[src/sv/nvme_io_queue_pair_engine_top_assert.svh]
// Assertion macros for the NVMe queue pair engine.
// Included by the RTL modules that carry concurrent assertions; no other dependencies.
`ifndef NVME_IO_QUEUE_PAIR_ENGINE_TOP_ASSERT_SVH
`define NVME_IO_QUEUE_PAIR_ENGINE_TOP_ASSERT_SVH

`ifndef SYNTHESIS
`define NVMEQP_ASSERT(lbl, clk, rstn, prop) \
  lbl: assert property (@(posedge clk) disable iff (!rstn) prop) \
    else $error("nvmeqp assertion failed");
`define NVMEQP_ASSERT_NEVER(lbl, clk, rstn, cond) \
  `NVMEQP_ASSERT(lbl, clk, rstn, !(cond))
`else
`define NVMEQP_ASSERT(lbl, clk, rstn, prop)
`define NVMEQP_ASSERT_NEVER(lbl, clk, rstn, cond)
`endif

`endif

[src/sv/nvmeqp_pkg.sv]
// Shared types, codes and constants of the NVMe queue pair engine.
// Used by every module of the block; depends on nothing else.
package nvmeqp_pkg;

  localparam int unsigned QueueDepth = 8;
  localparam int unsigned SlotW      = $clog2(QueueDepth);
  localparam int unsigned SlotOutW   = 3;
  localparam int unsigned PageOffW   = 12;
  localparam int unsigned PageBytes  = 4096;
  localparam int unsigned BlockShift = 9;
  localparam int unsigned CountW     = 17;
  localparam int unsigned SpanW      = CountW + BlockShift + 1;
  localparam int unsigned DbW        = 19;
  localparam int unsigned DbBase     = 'h1000;
  localparam int unsigned SqDbSlot   = 2;
  localparam int unsigned CqDbSlot   = 3;
  localparam int unsigned PollW      = 22;
  localparam int unsigned PollLimitRst = 3000000;
  localparam int unsigned InDataW    = 168;
  localparam int unsigned OutDataW   = 304;
  localparam int unsigned CfgIdxW    = 8;
  localparam int unsigned CfgDataW   = 32;

  localparam logic [7:0] OpRead  = 8'h02;
  localparam logic [7:0] OpWrite = 8'h01;

  typedef enum logic [1:0] {
    ReqRead  = 2'd0,
    ReqWrite = 2'd1,
    ReqPoll  = 2'd2
  } req_type_e;

  typedef enum logic [2:0] {
    KindSubmitted = 3'd0,
    KindRejected  = 3'd1,
    KindDoneOk    = 3'd2,
    KindDoneErr   = 3'd3,
    KindPending   = 3'd4,
    KindTimeout   = 3'd5
  } result_kind_e;

  typedef enum logic [CfgIdxW-1:0] {
    CfgEnabled   = 8'd0,
    CfgNamespace = 8'd1,
    CfgStride    = 8'd2,
    CfgPollLimit = 8'd3
  } cfg_idx_e;

  typedef struct packed {
    logic             enabled;
    logic [31:0]      namespace_id;
    logic [3:0]       doorbell_stride;
    logic [PollW-1:0] poll_limit;
  } cfg_t;

  typedef struct packed {
    logic [1:0]        req_type;
    logic [63:0]       start_block;
    logic [CountW-1:0] block_count;
    logic [63:0]       buffer_address;
    logic [15:0]       completion_word;
  } in_item_t;

  typedef struct packed {
    result_kind_e        result_kind;
    logic [7:0]          opcode;
    logic [15:0]         command_tag;
    logic [31:0]         nsid_out;
    logic [63:0]         prp_first;
    logic [63:0]         prp_second;
    logic [63:0]         slba_out;
    logic [15:0]         blocks_minus_one;
    logic [SlotOutW-1:0] slot_index;
    logic [DbW-1:0]      doorbell_offset;
    logic [SlotOutW-1:0] doorbell_value;
    logic [14:0]         status_code;
  } res_item_t;

endpackage

[src/sv/nvmeqp_cfg.sv]
// Configuration register file of the NVMe queue pair engine.
// Depends on nvmeqp_pkg for the register indexes and the configuration struct.
module nvmeqp_cfg (
  input  logic                            clk_i,
  input  logic                            rst_ni,
  input  logic                            cfg_valid_i,
  output logic                            cfg_ready_o,
  input  logic [nvmeqp_pkg::CfgIdxW-1:0]  cfg_index_i,
  input  logic [nvmeqp_pkg::CfgDataW-1:0] cfg_data_i,
  output nvmeqp_pkg::cfg_t                cfg_o
);
  import nvmeqp_pkg::*;

  cfg_t cfg_q, cfg_d;

  assign cfg_ready_o = 1'b1;

  always_comb begin
    cfg_d = cfg_q;
    if (cfg_valid_i) begin
      case (cfg_index_i)
        CfgEnabled:   cfg_d.enabled         = cfg_data_i[0];
        CfgNamespace: cfg_d.namespace_id    = cfg_data_i;
        CfgStride:    cfg_d.doorbell_stride = cfg_data_i[3:0];
        CfgPollLimit: cfg_d.poll_limit      = cfg_data_i[PollW-1:0];
        default: ;
      endcase
    end
  end

  always_ff @(posedge clk_i or negedge rst_ni) begin
    if (!rst_ni) begin
      cfg_q.enabled         <= 1'b0;
      cfg_q.namespace_id    <= 32'd1;
      cfg_q.doorbell_stride <= 4'd0;
      cfg_q.poll_limit      <= PollW'(PollLimitRst);
    end else begin
      cfg_q <= cfg_d;
    end
  end

  assign cfg_o = cfg_q;

endmodule

[src/sv/nvmeqp_core.sv]
// Queue state and result logic of the NVMe queue pair engine.
// Depends on nvmeqp_pkg and the assertion macro header.
`include "nvme_io_queue_pair_engine_top_assert.svh"

module nvmeqp_core (
  input  logic                  clk_i,
  input  logic                  rst_ni,
  input  nvmeqp_pkg::cfg_t      cfg_i,
  input  logic                  fire_i,
  input  nvmeqp_pkg::in_item_t  item_i,
  output nvmeqp_pkg::res_item_t res_o
);
  import nvmeqp_pkg::*;

  logic [SlotW-1:0] tail_q, tail_d;
  logic [SlotW-1:0] head_q, head_d;
  logic             phase_q, phase_d;
  logic [15:0]      tag_q, tag_d;
  logic             busy_q, busy_d;
  logic [PollW-1:0] poll_cnt_q, poll_cnt_d;

  logic [SpanW-1:0] span;
  logic [PollW-1:0] poll_inc;
  logic [14:0]      status;
  logic [DbW-1:0]   stride_sq;
  logic [DbW-1:0]   stride_cq;

  always_comb begin
    span      = SpanW'(item_i.buffer_address[PageOffW-1:0])
              + SpanW'({item_i.block_count, {BlockShift{1'b0}}});
    poll_inc  = poll_cnt_q + PollW'(1);
    status    = item_i.completion_word[15:1];
    stride_sq = DbW'(SqDbSlot * 4) << cfg_i.doorbell_stride;
    stride_cq = DbW'(CqDbSlot * 4) << cfg_i.doorbell_stride;

    res_o             = '0;
    res_o.result_kind = KindRejected;
    tail_d            = tail_q;
    head_d            = head_q;
    phase_d           = phase_q;
    tag_d             = tag_q;
    busy_d            = busy_q;
    poll_cnt_d        = poll_cnt_q;

    case (item_i.req_type)
      ReqRead, ReqWrite: begin
        if (cfg_i.enabled && (item_i.block_count != '0) && !busy_q) begin
          tag_d                  = tag_q + 16'd1;
          tail_d                 = (tail_q == SlotW'(QueueDepth - 1)) ? '0
                                                                      : tail_q + SlotW'(1);
          res_o.result_kind      = KindSubmitted;
          res_o.opcode           = (item_i.req_type == ReqRead) ? OpRead : OpWrite;
          res_o.command_tag      = tag_d;
          res_o.nsid_out         = cfg_i.namespace_id;
          res_o.prp_first        = item_i.buffer_address;
          if (span > SpanW'(PageBytes)) begin
            res_o.prp_second = {item_i.buffer_address[63:PageOffW] + (64 - PageOffW)'(1),
                                {PageOffW{1'b0}}};
          end
          res_o.slba_out         = item_i.start_block;
          res_o.blocks_minus_one = 16'(item_i.block_count - CountW'(1));
          res_o.slot_index       = SlotOutW'(tail_q);
          res_o.doorbell_offset  = DbW'(DbBase) + stride_sq;
          res_o.doorbell_value   = SlotOutW'(tail_d);
          busy_d                 = 1'b1;
          poll_cnt_d             = '0;
        end
      end
      ReqPoll: begin
        if (busy_q) begin
          res_o.command_tag = tag_q;
          res_o.slot_index  = SlotOutW'(head_q);
          if (item_i.completion_word[0] == phase_q) begin
            head_d                = (head_q == SlotW'(QueueDepth - 1)) ? '0
                                                                       : head_q + SlotW'(1);
            phase_d               = (head_d == '0) ? ~phase_q : phase_q;
            res_o.result_kind     = (status == '0) ? KindDoneOk : KindDoneErr;
            res_o.doorbell_offset = DbW'(DbBase) + stride_cq;
            res_o.doorbell_value  = SlotOutW'(head_d);
            res_o.status_code     = status;
            busy_d                = 1'b0;
            poll_cnt_d            = '0;
          end else if (poll_inc >= cfg_i.poll_limit) begin
            res_o.result_kind = KindTimeout;
            busy_d            = 1'b0;
            poll_cnt_d        = '0;
          end else begin
            res_o.result_kind = KindPending;
            poll_cnt_d        = poll_inc;
          end
        end
      end
      default: ;
    endcase
  end

  always_ff @(posedge clk_i or negedge rst_ni) begin
    if (!rst_ni) begin
      tail_q     <= '0;
      head_q     <= '0;
      phase_q    <= 1'b1;
      tag_q      <= '0;
      busy_q     <= 1'b0;
      poll_cnt_q <= '0;
    end else if (fire_i) begin
      tail_q     <= tail_d;
      head_q     <= head_d;
      phase_q    <= phase_d;
      tag_q      <= tag_d;
      busy_q     <= busy_d;
      poll_cnt_q <= poll_cnt_d;
    end
  end

  `NVMEQP_ASSERT(a_submit_sets_busy, clk_i, rst_ni,
                 (fire_i && res_o.result_kind == KindSubmitted) |=> busy_q)
  `NVMEQP_ASSERT(a_idle_poll_rejected, clk_i, rst_ni,
                 (item_i.req_type == ReqPoll && !busy_q) |-> (res_o.result_kind == KindRejected))
  `NVMEQP_ASSERT(a_timeout_clears, clk_i, rst_ni,
                 (fire_i && res_o.result_kind == KindTimeout) |=> (!busy_q && poll_cnt_q == '0))
  `NVMEQP_ASSERT_NEVER(a_busy_no_submit, clk_i, rst_ni,
                       busy_q && res_o.result_kind == KindSubmitted)

endmodule

[src/sv/nvme_io_queue_pair_engine_top.sv]
// Top level of the NVMe queue pair engine: stream ports, input and result registers.
// Depends on nvmeqp_pkg, nvmeqp_cfg and nvmeqp_core.
//
// The engine takes one request or poll per cycle while the result stream is not stalled
// and returns exactly one result for each, held first in the input register and then in
// the result register; the queue state is updated as an item moves between the two.
// Backpressure on the result stream holds the result register, and the input register
// still accepts one more item behind it. Configuration writes are accepted every cycle
// and are meant to be made only while no item is in flight.
module nvme_io_queue_pair_engine_top (
  input  logic                            clk_i,
  input  logic                            rst_ni,
  input  logic                            cfg_valid_i,
  output logic                            cfg_ready_o,
  input  logic [nvmeqp_pkg::CfgIdxW-1:0]  cfg_index_i,
  input  logic [nvmeqp_pkg::CfgDataW-1:0] cfg_data_i,
  input  logic                            s_axis_tvalid,
  output logic                            s_axis_tready,
  // start_block, block_count, buffer_address, completion_word, zero pad
  input  logic [nvmeqp_pkg::InDataW-1:0]  s_axis_tdata,
  // req_type
  input  logic [1:0]                      s_axis_tuser,
  output logic                            m_axis_tvalid,
  input  logic                            m_axis_tready,
  // opcode, command_tag, nsid_out, prp_first, prp_second, slba_out, blocks_minus_one,
  // slot_index, doorbell_offset, doorbell_value, status_code
  output logic [nvmeqp_pkg::OutDataW-1:0] m_axis_tdata,
  // result_kind
  output logic [2:0]                      m_axis_tuser
);
  import nvmeqp_pkg::*;

  cfg_t      cfg;
  in_item_t  in_q;
  logic      in_vld_q, in_vld_d;
  res_item_t res;
  res_item_t out_q;
  logic      out_vld_q, out_vld_d;
  logic      s_fire;
  logic      adv;

  nvmeqp_cfg u_cfg (
    .clk_i       (clk_i),
    .rst_ni      (rst_ni),
    .cfg_valid_i (cfg_valid_i),
    .cfg_ready_o (cfg_ready_o),
    .cfg_index_i (cfg_index_i),
    .cfg_data_i  (cfg_data_i),
    .cfg_o       (cfg)
  );

  nvmeqp_core u_core (
    .clk_i  (clk_i),
    .rst_ni (rst_ni),
    .cfg_i  (cfg),
    .fire_i (adv),
    .item_i (in_q),
    .res_o  (res)
  );

  always_comb begin
    adv           = in_vld_q && (!out_vld_q || m_axis_tready);
    s_axis_tready = !in_vld_q || adv;
    s_fire        = s_axis_tvalid && s_axis_tready;
    in_vld_d      = s_fire ? 1'b1 : (adv ? 1'b0 : in_vld_q);
    out_vld_d     = adv ? 1'b1 : (m_axis_tready ? 1'b0 : out_vld_q);
  end

  always_ff @(posedge clk_i or negedge rst_ni) begin
    if (!rst_ni) begin
      in_vld_q  <= 1'b0;
      out_vld_q <= 1'b0;
    end else begin
      in_vld_q  <= in_vld_d;
      out_vld_q <= out_vld_d;
    end
  end

  always_ff @(posedge clk_i) begin
    if (s_fire) begin
      in_q.req_type        <= s_axis_tuser;
      in_q.start_block     <= s_axis_tdata[63:0];
      in_q.block_count     <= s_axis_tdata[80:64];
      in_q.buffer_address  <= s_axis_tdata[144:81];
      in_q.completion_word <= s_axis_tdata[160:145];
    end
    if (adv) begin
      out_q <= res;
    end
  end

  assign m_axis_tvalid = out_vld_q;
  assign m_axis_tuser  = out_q.result_kind;
  assign m_axis_tdata  = {out_q.status_code, out_q.doorbell_value, out_q.doorbell_offset,
                          out_q.slot_index, out_q.blocks_minus_one, out_q.slba_out,
                          out_q.prp_second, out_q.prp_first, out_q.nsid_out,
                          out_q.command_tag, out_q.opcode};

endmodule

[config.mk]
export PLATFORM = sky130hd
export DESIGN_NAME = nvme_io_queue_pair_engine_top
export DESIGN_NICKNAME = d
export VERILOG_FILES = /design/src/sv/nvmeqp_pkg.sv /design/src/sv/nvmeqp_cfg.sv /design/src/sv/nvmeqp_core.sv /design/src/sv/nvme_io_queue_pair_engine_top.sv
export VERILOG_INCLUDE_DIRS = /design/src /design/src/sv
export SDC_FILE = /design/constraint.sdc
export NUM_CORES = 1
export LEC_CHECK = 0
export BUFFER_PORTS_ARGS = -buffer_cell sky130_fd_sc_hd__buf_2
export CAP_MARGIN = 20
export CELL_PAD_IN_SITES_DETAIL_PLACEMENT = 0
export CELL_PAD_IN_SITES_GLOBAL_PLACEMENT = 2
export CORE_MARGIN = 5
export CORE_UTILIZATION = 34
export DETAILED_ROUTE_END_ITERATION = 8
export PLACE_DENSITY = 0.78
export REMOVE_ABC_BUFFERS = 1
export SLEW_MARGIN = 10
export SYNTH_ARGS = -nofsm -noshare
export SYNTH_HDL_FRONTEND = slang
export SYNTH_HIERARCHICAL = 1
export SYNTH_SLANG_ARGS = --single-unit
[constraint.sdc]
create_clock -name clk_i -period 8.8 [get_ports clk_i]
set_input_delay 0.88 -clock clk_i [delete_from_list [all_inputs] [get_ports clk_i]]
set_output_delay 0.88 -clock clk_i [all_outputs]
set_load 0.02 [all_outputs]
# After elaboration in Yosys (flattened, before gate mapping)
# Index checks and enable logic that the tools add are counted.
dict set report op_classes {
  n_reduce_logical 30
  magnitude_cmp 2
  shifts 2
  n_bitwise 1
  mux 29
  n_addsub 9
  n_eq_ne 10
}
# op count
set ops {}
lappend ops {{$mux 290} 1}
lappend ops {{$mux 22} 4}
lappend ops {{$mux 64} 1}
lappend ops {{$add 52x1->52 const B} 1}
lappend ops {{$pmux 25 s2} 1}
lappend ops {{$pmux 22 s2} 1}
lappend ops {{$mux 40} 1}
lappend ops {{$add 13x19->19 const A} 2}
lappend ops {{$shl 4x4->19 const A} 2}
lappend ops {{$mux 37} 1}
lappend ops {{$pmux 16 s2} 1}
lappend ops {{$add 12x26->27} 1}
lappend ops {{$gt 27x13->1 const B} 1}
lappend ops {{$add 22x1->22 const B} 1}
lappend ops {{$ge 22x22->1} 1}
lappend ops {{$reduce_bool 17->1} 1}
lappend ops {{$add 16x1->16 const B} 1}
lappend ops {{$eq 8x2->1 const B} 2}
lappend ops {{$mux 16} 1}
lappend ops {{$sub 16x1->16 const B} 1}
lappend ops {{$logic_not 15->1} 1}
lappend ops {{$mux 3} 4}
lappend ops {{$reduce_and 3->1} 4}
lappend ops {{$mux 1} 10}
lappend ops {{other kinds (22)} 38}
dict set report word_totals {
  ff_bits 577
  word_cells 113
}

# Logic depth before layout (Yosys ltp)
# Gate-level depths: netlist of run 1.
dict set report depth {
  depth_word 6
  ltp_mapped 16
  ltp_nobuf 15
}

# Cells and area by module
# The synthesis of run 1 kept the hierarchy.
# module cells_each area_each_um2 n_inst
set modules_own_cells {}
lappend modules_own_cells {nvme_io_queue_pair_engine_top 478 14217.4 1}
lappend modules_own_cells {nvmeqp_core 1039 7418.4 1}
lappend modules_own_cells {nvmeqp_cfg 132 2253.4 1}

# Worst setup path before layout of run 1
# No wires, ideal clock.
dict set report synth_timing {
  kind {input to register}
  from {in m_axis_tready}
  to {reg u_core.poll_cnt_q[19]}
  path_slack_ns -1.437
  required_time_ns 8.730
  arrival_time_ns 10.167
  setup_ns 0.070
  stages 7
  cell_sequence {nand2b_1 and2_1 nand2_1 or4b_1 buf_2 or3_1 nand3_1}
}
dict set report synth_via {
  elab_chain_cells 3
}
# element line_no
set synth_rtl {}
lappend synth_rtl {{start, declared} nvme_io_queue_pair_engine_top.sv:24} ;# input logic m_axis_tready,
lappend synth_rtl {{$logic_or 1x1->1} nvme_io_queue_pair_engine_top.sv:62} ;# adv = in_vld_q && (!out_vld_q || m_axis_tready);
lappend synth_rtl {{$logic_and 1x1->1} nvme_io_queue_pair_engine_top.sv:62}
lappend synth_rtl {{net adv} nvme_io_queue_pair_engine_top.sv:40} ;# logic adv;
lappend synth_rtl {{$reduce_and 4->1 (no source line)} -}
lappend synth_rtl {{end signal, assigned} nvmeqp_core.sv:111} ;# poll_cnt_q <= poll_cnt_d;
lappend synth_rtl {{end, declared} nvmeqp_core.sv:20} ;# logic [PollW-1:0] poll_cnt_q, poll_cnt_d;
# The timed path passes the listed nets, and every way through them passes these cells.
# A chain may end at the register's enable or synchronous reset.

# Worst setup path after layout of run 1
dict set report layout_timing {
  from {reg u_core.poll_cnt_q[0]}
  to {reg u_core.poll_cnt_q[6]}
}
dict set report layout_via {
  elab_chain_cells 6
}
# element line_no
set layout_rtl {}
lappend layout_rtl {{$add 22x1->22 *} nvmeqp_core.sv:31} ;# poll_inc = poll_cnt_q + PollW'(1);
lappend layout_rtl {{$ge 22x22->1} nvmeqp_core.sv:83} ;# end else if (poll_inc >= cfg_i.poll_limit) begin
lappend layout_rtl {{$mux 22 *} nvmeqp_core.sv:83}
lappend layout_rtl {{$mux 22 *} nvmeqp_core.sv:73} ;# if (item_i.completion_word[0] == phase_q) begin
lappend layout_rtl {{$mux 22 *} nvmeqp_core.sv:70} ;# if (busy_q) begin
lappend layout_rtl {{$pmux 22 s2 *} nvmeqp_core.sv:45} ;# case (item_i.req_type)
# Mark *: on every way between the ends. The rest lies on a longest branch, timed or not. The select of a mux whose other input is x is not followed.

==> impl_metrics.toml, run 1 <==
[run_status]
outcome = "finished, final reports clean"

[clocking]
post_cts_buffers = 0
cts.hold.buffers_added = 0
cts_root_buf = "clkbuf_16"
post_cts_resized = 0
worst_skew_pair.late_latency_ns = 0.62
cts.sink_count = 577
clkTransAtPathRegs_ns = 0.06
cts_made_buffers = 66
cts_max_level = 3
clock_path_buffers = 3
cts_tree = "yes"

[cells_and_area]
drive_above_1_share_pct = 33.5
syn2layout_area_growth_pct = 23.4
final_core_util_pct = 42.2
nets = 2439

[pwr]
combinationalPowerShare_pct = 8.5
total_power_uw = 6550
power_density_mw_per_mm2 = 222
p_clk_share_pct = 41.9
switching_power_uw = 1620
ir_worst_vdd_mv = 0.178
seqPwrFrac_pct = 49.6
switching_share_pct = 24.7
internal-power_uw = 4930
leakage_uw = 0.0121

[global_routing]
grt_pass1_vias = 14824
grt_start_max_net_pins = 146
grt_antenna_before_repair = 8
grt_use_total_pct = 15.8
grt_pass1_wl_mm = 91.0
overflow = 0

[floorplan]
die_w_um = 275
die-area_mm2 = 0.0757
design.core.area_mm2 = 0.0699
num_rows = 97
die_h_um = 275
initial_core_util_pct = 34.2
io_pins = 525

[route]
vias_per_cell = 4.62
final_antenna_net_count = 0
routedWlPerCell_um = 19.5
drt_iter0_drc = 934
vias = 14710
drc = 0
dr.pass1.iters = 5
wl_mm = 62.2

[critical_path]
worstSetupStartpointType = "flip-flop"
r2r-end = "u_core/poll_cnt_q[6]"
critical-path-max-stage-delay_ns = 0.53
r2r_slack_ns = 4.47
criticalPathCategory = "flip-flop to flip-flop"
crit_required_ns = 9.29
crit_family = "simple AND/OR/NAND/NOR gates"
crit_buf_inv = 0
rr_startpoint = "u_core/poll_cnt_q[0]"
slowest_stage = "or4bb_1"
cp-end-kind = "flip-flop"
reg2reg_depth = 15
crit_top_cell = "nor2_1"
cp_cell_sequence = "ha_1 > and3_1 > nand3_1 > nor2_1 > nand2_1 > o31a_1 > or2_2 > ha_1 > nand2_1 > nor2_1 > nand4_1 > a31oi_1 > or4bb_1 > nor2_1 > a211o_1"
crit_fanout = 14
cp.arrival_ns = 4.82

[synth]
ys_warn_count = 6
ys_types = 75
synthCells = 1649
synth_area_mm2 = 0.0239
synth_edf_count = 470
netlist.top_cell.by_area = "edfxtp_1"
synth.most_common_cell = "edfxtp_1"
ys.flop_type = "edfxtp_1"
yosysTopAreaCellShare_pct = 59.1
synthTopCellsByArea = "edfxtp_1 (59%), dfrtp_1 (10%), and2_1 (3.6%), mux2_2 (2.9%), ha_1 (2.0%)"
ys_async_sr_fraction_pct = 18.5
seq_area_frac_synth_pct = 70.4
syn_avg_cell_area_um2 = 14.5
synth_common_cells = "edfxtp_1 (470), and2_1 (139), nor2_1 (127)"
yosys_register_bits = 577

[timing]
rsz0062_at_grt = "no"
final_hold_viol_count = 0
slew_violations = 0
tightestPinTransition_ns = 1.03
post-route-period-util_pct = 49.2
finalWorstSetupSlack_ns = 4.47
max_freq_mhz = 231
slew_headroom_pct = 31.3
setup_viol = 0
whs_ns = 0.275
min_period_ns = 4.33
finalClockSkew_ns = 0.0278

[flow_run]
max-cap-violations = 0

[placement]
pre_cts_slack_ns = 4.44
gp_congestion = 0.816
hpwl_mm = 44.5
io_buffers = 516

[hold_path]
hold_path_class = "primary input to async pin"
[final cells by class]
type	instances	area, um^2
Antenna cell	7	17.5
Clock buffer	83	1750
Clock inverter	37	444
Fill cell	6519	40400
Inverter	42	158
Multi-Input combinational cell	966	6420
Sequential cell	577	16800
Tap cell	940	1180
Timing Repair Buffer	531	2720
[cells in the final DEF, fill, tap and decap left out, types with 5 or more instances in the layout]
cell       Yosys  final
bufinv_16      0      5
and2_4        31     32
xnor2_1       55     55
o21ai_1        5      5
clkinv_1       0     12
dfrtp_1       95     95
and3_1        30     30
and2_1       139    138
buf_4         25     14
o21ai_0       30     30
nor2_1       127    127
clkbuf_1      14     14
nand2b_1      15     15
a21oi_1       14     14
and4_1        10     10
nand4_1       19     19
inv_1         42     42
conb_1         2     21
diode_2        0      7
nor4_1        10     10
a31oi_1        7      6
a21o_1        11     11
nand2_1      120    120
o31ai_1       13     13
clkinv_2       0      8
clkbuf_16      0     66
dfstp_2       12     12
o22ai_1        5      5
a22o_1         8      8
nand3_1       50     50
mux2_2        62     62
buf_2         21    515
xor2_1        47     47
edfxtp_1     470    470
nor3_1        28     28
ha_1          39     39
[routing by layer]
metal | up-vias | global-route usage [%] | part of all wire (%)
met1 | 7200 | 19.4 | 41
met2 | 427 | 26.5 | 49
met4 | 4 | 5.68 | 3.0
met5 | - | 0 | 0.031
met3 | 104 | 4.51 | 7.1
li1 | 6975 | - | -
[logic make-up (layout without fill, tap and decap cells)]
group / after synthesis / in the layout / synth area share (%)
simple gates: 616 / 616 / 14.1
flops: 577 / 577 / 70.4
buf+inv: 125 / 693 / 3.16
compound gates: 123 / 123 / 3.52
xor+xnor: 102 / 102 / 3.74
mux: 64 / 64 / 3.01
fa+ha+maj: 40 / 40 / 2.13
other cells: 2 / 28 / 0.0314
[worst reg2reg max path, cell delays in order (launching register included)]
cell	delay, ns
dfrtp_1	0.40
ha_1	0.24
and3_1	0.22
nand3_1	0.18
nor2_1	0.30
nand2_1	0.28
o31a_1	0.36
or2_2	0.31
ha_1	0.28
nand2_1	0.04
nor2_1	0.12
nand4_1	0.16
a31oi_1	0.41
or4bb_1	0.53
nor2_1	0.08
a211o_1	0.28
[flip-flops by register name (all words and copies together) (netlist names)]
register           cells
u_core/tag_q          16
u_core/busy_q          1
u_core/tail_q          3
in_vld_q               1
in_q                 163
u_core/phase_q         1
u_core/head_q          3
u_cfg/cfg_o           59
u_core/poll_cnt_q     22
m_axis_tuser           3
m_axis_tvalid          1
m_axis_tdata         304
[stage by stage]
stage / instance area, um^2 / cells / TNS, ns
5_1_grt: 29500 / 3179 / 0
4_1_cts: 29400 / 3174 / 0
2_1_floorplan: 23400 / 1585 / -57.26
3_3_place_gp: 27300 / 3054 / 0
6_report: 29500 / 3183 / 0
3_5_place_dp: 27300 / 3054 / 0
[how the worst max path moves through the flow]
stage / slack (ns) / from / endpoint / depth (start not counted)
2_1_floorplan: -2.20 / m_axis_tready / u_core/poll_cnt_q[7] / 5
3_3_place_gp: 4.48 / u_core/poll_cnt_q[0] / u_core/poll_cnt_q[19] / 15
3_5_place_dp: 4.44 / u_core/poll_cnt_q[0] / u_core/poll_cnt_q[6] / 15
4_1_cts: 4.41 / u_core/poll_cnt_q[0] / u_core/poll_cnt_q[6] / 15
5_1_grt: 4.08 / u_core/poll_cnt_q[0] / u_core/poll_cnt_q[6] / 15
6_report: 4.47 / u_core/poll_cnt_q[0] / u_core/poll_cnt_q[6] / 15
[power groups by stage]
stage	clock, uW	sequential, uW	combinational, uW
2_1_floorplan	0	3440	199
3_3_place_gp	0	3300	561
3_5_place_dp	0	3300	568
4_1_cts	2830	3250	570
5_1_grt	2950	3270	604
6_report	2740	3250	557
No activity file was read; power rests on OpenSTA's default activity.
==> inputs of run 2 (changes only) <==
Clock period 8.8 ns to 3.8 ns, I/O delays scaled along.
==> run 2 against run 1 <==
  * Hold slack got worse by 0.23 ns
  * Largest cell class unchanged
  * Critical path type unchanged
  * Setup slack lost 4.3 ns
  * Wire length is 3.5% higher
==> impl_metrics.toml, run 2 (synthesis gave the netlist of run 1 again) <==
[floorplan]
design.core.area_mm2 = 0.0699
die_w_um = 275
num_rows = 97
die_h_um = 275
io_pins = 525
initial_core_util_pct = 34.2
die-area_mm2 = 0.0757

[cells_and_area]
largest_reg_flops = 304
drive_above_1_share_pct = 32.6
nets = 2653
fin_area_mm2 = 0.0317
syn2layout_area_growth_pct = 32.5
nFillCells = 6350
final_common_cell = "buf_2"
layout_common_cells = "buf_2 (515), edfxtp_1 (470), dlygate4sd3_1 (182), and2_1 (138), nor2_1 (126)"

[critical_path]
cp.arrival_ns = 4.14
criticalPathCategory = "flip-flop to flip-flop"
crit_required_ns = 4.33
cp-end-kind = "flip-flop"
worstSetupStartpointType = "flip-flop"
crit_fanout = 7

[pwr]
leakage_uw = 0.0131
total_power_uw = 15400
power_density_mw_per_mm2 = 485
ir_worst_vdd_mv = 0.328

[clocking]
cts_tree = "yes"
cts.sink_count = 577
cts_max_level = 3
cts_made_buffers = 67
cts_root_buf = "clkbuf_16"
clkTransAtPathRegs_ns = 0.05
clock_path_buffers = 3
worst_skew_pair.late_latency_ns = 0.60

[global_routing]
grt_start_max_net_pins = 120
grt_use_total_pct = 16.3
overflow = 0
grt_pass1_vias = 15686
grt_antenna_before_repair = 4
grt_pass1_wl_mm = 95.1

[timing]
min_period_ns = 3.61
post-route-period-util_pct = 95.0
slew_violations = 0
max_freq_mhz = 277
finalClockSkew_ns = 0.0229
slew_headroom_pct = 45.8
setup_viol = 0
final_hold_viol_count = 0
tightestPinTransition_ns = 0.813

[route]
drc = 0
vias_per_cell = 4.59
final_antenna_net_count = 0
drt_iter0_drc = 879
wl_mm = 64.4
routedWlPerCell_um = 19.0
dr.pass1.iters = 5
vias = 15587

[placement]
gp_congestion = 0.830
hpwl_mm = 45.3
placed_cell_area_mm2 = 0.0275
io_buffers = 516

[run_status]
outcome = "finished, final reports clean"

[hold_path]
hold_path_class = "primary input to flip-flop"

[flow_run]
max-cap-violations = 0
## run 2: cell types whose count changed in the layout (fill, tap and decap cells not counted), moves of 2 or more
cell / before / now
buf_12: 1 / 6
buf_16: 0 / 2
buf_4: 14 / 38
clkinv_1: 12 / 7
clkinv_2: 8 / 13
dfrtp_1: 95 / 93
dfrtp_2: 0 / 2
diode_2: 7 / 3
dlygate4sd3_1: 0 / 182
inv_16: 3 / 0
inv_6: 2 / 4
nor3b_1: 3 / 1
nor3b_2: 0 / 2
## run 2: worst max-delay path, stage by stage, from the launching register on
cell and delay, ns:
dfrtp_2 0.38, ha_2 0.18, and3_1 0.20, nand3_1 0.13, nor2_2 0.18, nand2_2 0.11
o31a_1 0.29, or2_2 0.30, ha_1 0.28, nand2_1 0.07, nor2_1 0.06, nand4_1 0.10
and4b_2 0.26, or4b_4 0.54, buf_4 0.19, nor3b_2 0.17, a21o_1 0.10
## run 2: final cells by class
class                      instances  area [um^2]  share of cell area [%]
antenna                            3         7.51                  0.0237
clock buffer                      85         1770                    5.60
clock inverter                    36          393                    1.24
inverter                          42          158                   0.498
multi-input combinational        966         6470                    20.5
sequential                       577        16800                    53.1
tap                              940         1180                    3.71
timing repair buffer             744         4870                    15.4
## run 2: power breakdown
part	total [uW]	switching, uW	internal [uW]
clock network	6330	2640	3690
logic	1510	919	593
registers	7520	215	7310
total	15400	3770	11600
## run 2: routing by layer
metal	global-route usage [%]	wire length (um)	up-vias
met3	4.15	4450	105
met5	0	0	-
li1	-	-	7397
met4	4.35	1440	0
met2	28.4	32500	445
met1	20.2	26000	7640
## run 2: worst paths after layout
path | from | end | slack, ns | cells after the start
max reg2reg | u_core/poll_cnt_q[0] | u_core/poll_cnt_q[2] | 0.19 | 16
max in group asynchronous | rst_ni | u_cfg/cfg_o[28] | 2.60 | 4
min reg2reg | u_core/poll_cnt_q[11] | u_core/poll_cnt_q[11] | 0.49 | 2
min | cfg_data_i[30] | u_cfg/cfg_o[56] | 0.04 | 2
min in group asynchronous | rst_ni | u_cfg/cfg_o[13] | 0.32 | 2
max | u_core/poll_cnt_q[0] | u_core/poll_cnt_q[2] | 0.19 | 16
## run 2: through the flow
step,setup slack (ns),setup TNS (ns),std cells,hold WS [ns],util [%]
2_1_floorplan,-6.81,-2551.32,1585,0.0844,-
3_3_place_gp,0.0475,0,3080,0.468,39.4
3_5_place_dp,0.0293,0,3080,0.477,39.4
4_1_cts,0.0153,0,3383,0.000209,45.1
5_1_grt,-0.00583,-0.00674,3392,0.00850,45.3
6_report,0.188,0,3393,0.0402,45.3
## run 2: what timing repair did
action	in CTS	in global routing
pin swaps	0	4
resized for setup	1	14
hold endpoints to repair	234	0
setup endpoints to repair	2	23
hold buffers	182	0
cloned	0	0
setup buffers	0	4
==> inputs of run 3 (changes only) <==
Settings changed: CORE_MARGIN 5 to 2.
==> run 3 against run 2 <==
  * Critical endpoint unchanged
  * Clock skew grew 0.022 ns
  * Clock power grew 3.2%
  * Die area shrank 4.3%
  * Via count shrank 0.17%
  * Hold slack gained 0.023 ns
  * Highest routed layer unchanged
  * Largest cell class unchanged
  * Count of clock-buffer cells in the layout grew 5
  * Critical path depth is the same
  * Maximum frequency shrank 1.0%
  * Wire length shrank 2.5%
==> impl_metrics.toml, run 3 (synthesis gave the netlist of run 1 again) <==
[critical_path]
cp-end-kind = "flip-flop"
reg2reg_depth = 16
crit_fanout = 7
r2r-end = "u_core/poll_cnt_q[2]"
worstSetupStartpointType = "flip-flop"
cp_cell_sequence = "ha_2 > and3_4 > nand3_1 > nor2_2 > nand2_2 > o31a_1 > or2_2 > ha_1 > nand2_1 > nor2_1 > nand4_1 > and4b_2 > or4b_4 > buf_4 > nor3b_1 > a21o_1"
critical-path-max-stage-delay_ns = 0.53
r2r_slack_ns = 0.15
criticalPathCategory = "flip-flop to flip-flop"
rr_startpoint = "u_core/poll_cnt_q[0]"
crit_required_ns = 4.36
slowest_stage = "or4b_4"
cp.arrival_ns = 4.21

[route]
drc = 0
dr.pass1.iters = 5
vias_per_cell = 4.57
drt_iter0_drc = 976
vias = 15561
wl_mm = 62.8
routedWlPerCell_um = 18.4
final_antenna_net_count = 0

[timing]
finalClockSkew_ns = 0.0450
final_hold_viol_count = 0
slew_violations = 0
min_period_ns = 3.65
tightestPinTransition_ns = 1.04
post-route-period-util_pct = 96.0
slew_headroom_pct = 30.3
setup_viol = 0
max_freq_mhz = 274

[clocking]
cts_made_buffers = 68
clkTransAtPathRegs_ns = 0.06
cts_tree = "yes"
cts.sink_count = 577
cts_max_level = 3
worst_skew_pair.late_latency_ns = 0.64
cts_root_buf = "clkbuf_16"
clock_path_buffers = 3

[global_routing]
overflow = 0
grt_pass1_wl_mm = 92.8
grt_use_total_pct = 16.9
grt_antenna_before_repair = 1
grt_pass1_vias = 15624
grt_start_max_net_pins = 160

[flow_run]
max-cap-violations = 0

[cells_and_area]
syn2layout_area_growth_pct = 33.3
nFillCells = 6300
largest_reg_flops = 304
final_cells = 3404
final_common_cell = "buf_2"
drive_above_1_share_pct = 32.2
nets = 2664
final_core_util_pct = 45.6
layout_common_cells = "buf_2 (515), edfxtp_1 (470), dlygate4sd3_1 (195), and2_1 (138), nor2_1 (125)"

[hold_path]
whs_endpoint = "u_cfg/cfg_o[1]"
min_from = "cfg_data_i[1]"
hold_path_class = "primary input to flip-flop"
worstHoldPathCells = 2

[floorplan]
die-area_mm2 = 0.0724
io_pins = 525
die_h_um = 269
initial_core_util_pct = 34.2
num_rows = 97
die_w_um = 269
design.core.area_mm2 = 0.0698

[placement]
hpwl_mm = 43.6
gp_congestion = 0.838
placedCellCount = 3082
io_buffers = 516

[pwr]
leakage_uw = 0.0132
power_density_mw_per_mm2 = 488
total_power_uw = 15600
ir_worst_vdd_mv = 0.283

[run_status]
outcome = "finished, final reports clean"
## run 3: cell count changes in the layout (fill, tap and decap cells not counted), moves of 3 or more
cell,previous run,this run
clkinv_2,13,6
clkbuf_1,15,22
clkinv_16,2,6
dlygate4sd3_1,182,195
clkbuf_8,3,0
## run 3: area by class of cell
cell class / instances / area [um^2] / area share [%]
well taps: 940 / 1180 / 3.69
diodes: 3 / 7.51 / 0.0236
clock inverters: 32 / 482 / 1.51
multi-input cells: 966 / 6500 / 20.4
clock buffers: 90 / 1780 / 5.60
flip-flops and latches: 577 / 16800 / 52.8
inverters: 42 / 158 / 0.495
repair buffers: 754 / 4930 / 15.5
## run 3: metal layers
metal | wire, um | vias up | track usage, % | part of all wire [%]
li1 | - | 7416 | - | -
met1 | 25600 | 7582 | 20.8 | 41
met2 | 31100 | 459 | 28.7 | 50
met3 | 4140 | 104 | 3.95 | 6.6
met4 | 1920 | 0 | 6.88 | 3.1
met5 | 0 | - | 0 | 0
## run 3: worst max-delay path by stage
stage                    startpoint                     to  slack [ns]
2_1_floorplan         m_axis_tvalid   u_core/poll_cnt_q[7]       -6.81
3_3_place_gp   u_core/poll_cnt_q[0]  u_core/poll_cnt_q[21]        0.11
3_5_place_dp   u_core/poll_cnt_q[0]  u_core/poll_cnt_q[19]        0.03
4_1_cts        u_core/poll_cnt_q[0]  u_core/poll_cnt_q[21]       0.009
5_1_grt        u_core/poll_cnt_q[0]  u_core/poll_cnt_q[13]       -0.01
6_report       u_core/poll_cnt_q[0]   u_core/poll_cnt_q[2]        0.15
## run 3: critical path, delay by kind of cell (launching register included)
kind,cells,cell delay (ns)
AOI/OAI and AO/OA,2,0.39
adders and majority gates,2,0.48
buffers and inverters,1,0.18
DFF,1,0.39
and+or+nand+nor,11,2.13
## run 3: timing repair
item / CTS / global route
hold endpoints to repair: 267 / 0
hold buffers: 195 / 0
setup buffers: 0 / 2
setup endpoints to repair: 3 / 21
resized for setup: 1 / 17
pin swaps: 0 / 4
## run 3: metrics by stage
| stage | worst slack (ns) | hold slack [ns] | area (um^2) | setup TNS [ns] |
|---|---|---|---|---|
| 3_3_place_gp | 0.111 | 0.464 | 27500 | 0 |
| 3_5_place_dp | 0.0334 | 0.478 | 27500 | 0 |
| 4_1_cts | 0.00865 | 0.0233 | 31700 | 0 |
| 5_1_grt | -0.0132 | 0.0453 | 31800 | -0.0262 |
| 2_1_floorplan | -6.81 | 0.0844 | 23400 | -2551.32 |
| 6_report | 0.151 | 0.0628 | 31900 | 0 |
## run 3: power breakdown
group | switching (uW) | internal [uW] | leakage, uW
Sequential | 212 | 7310 | 0.00605
Clock | 2730 | 3800 | 0.00108
Combinational | 912 | 590 | 0.00602
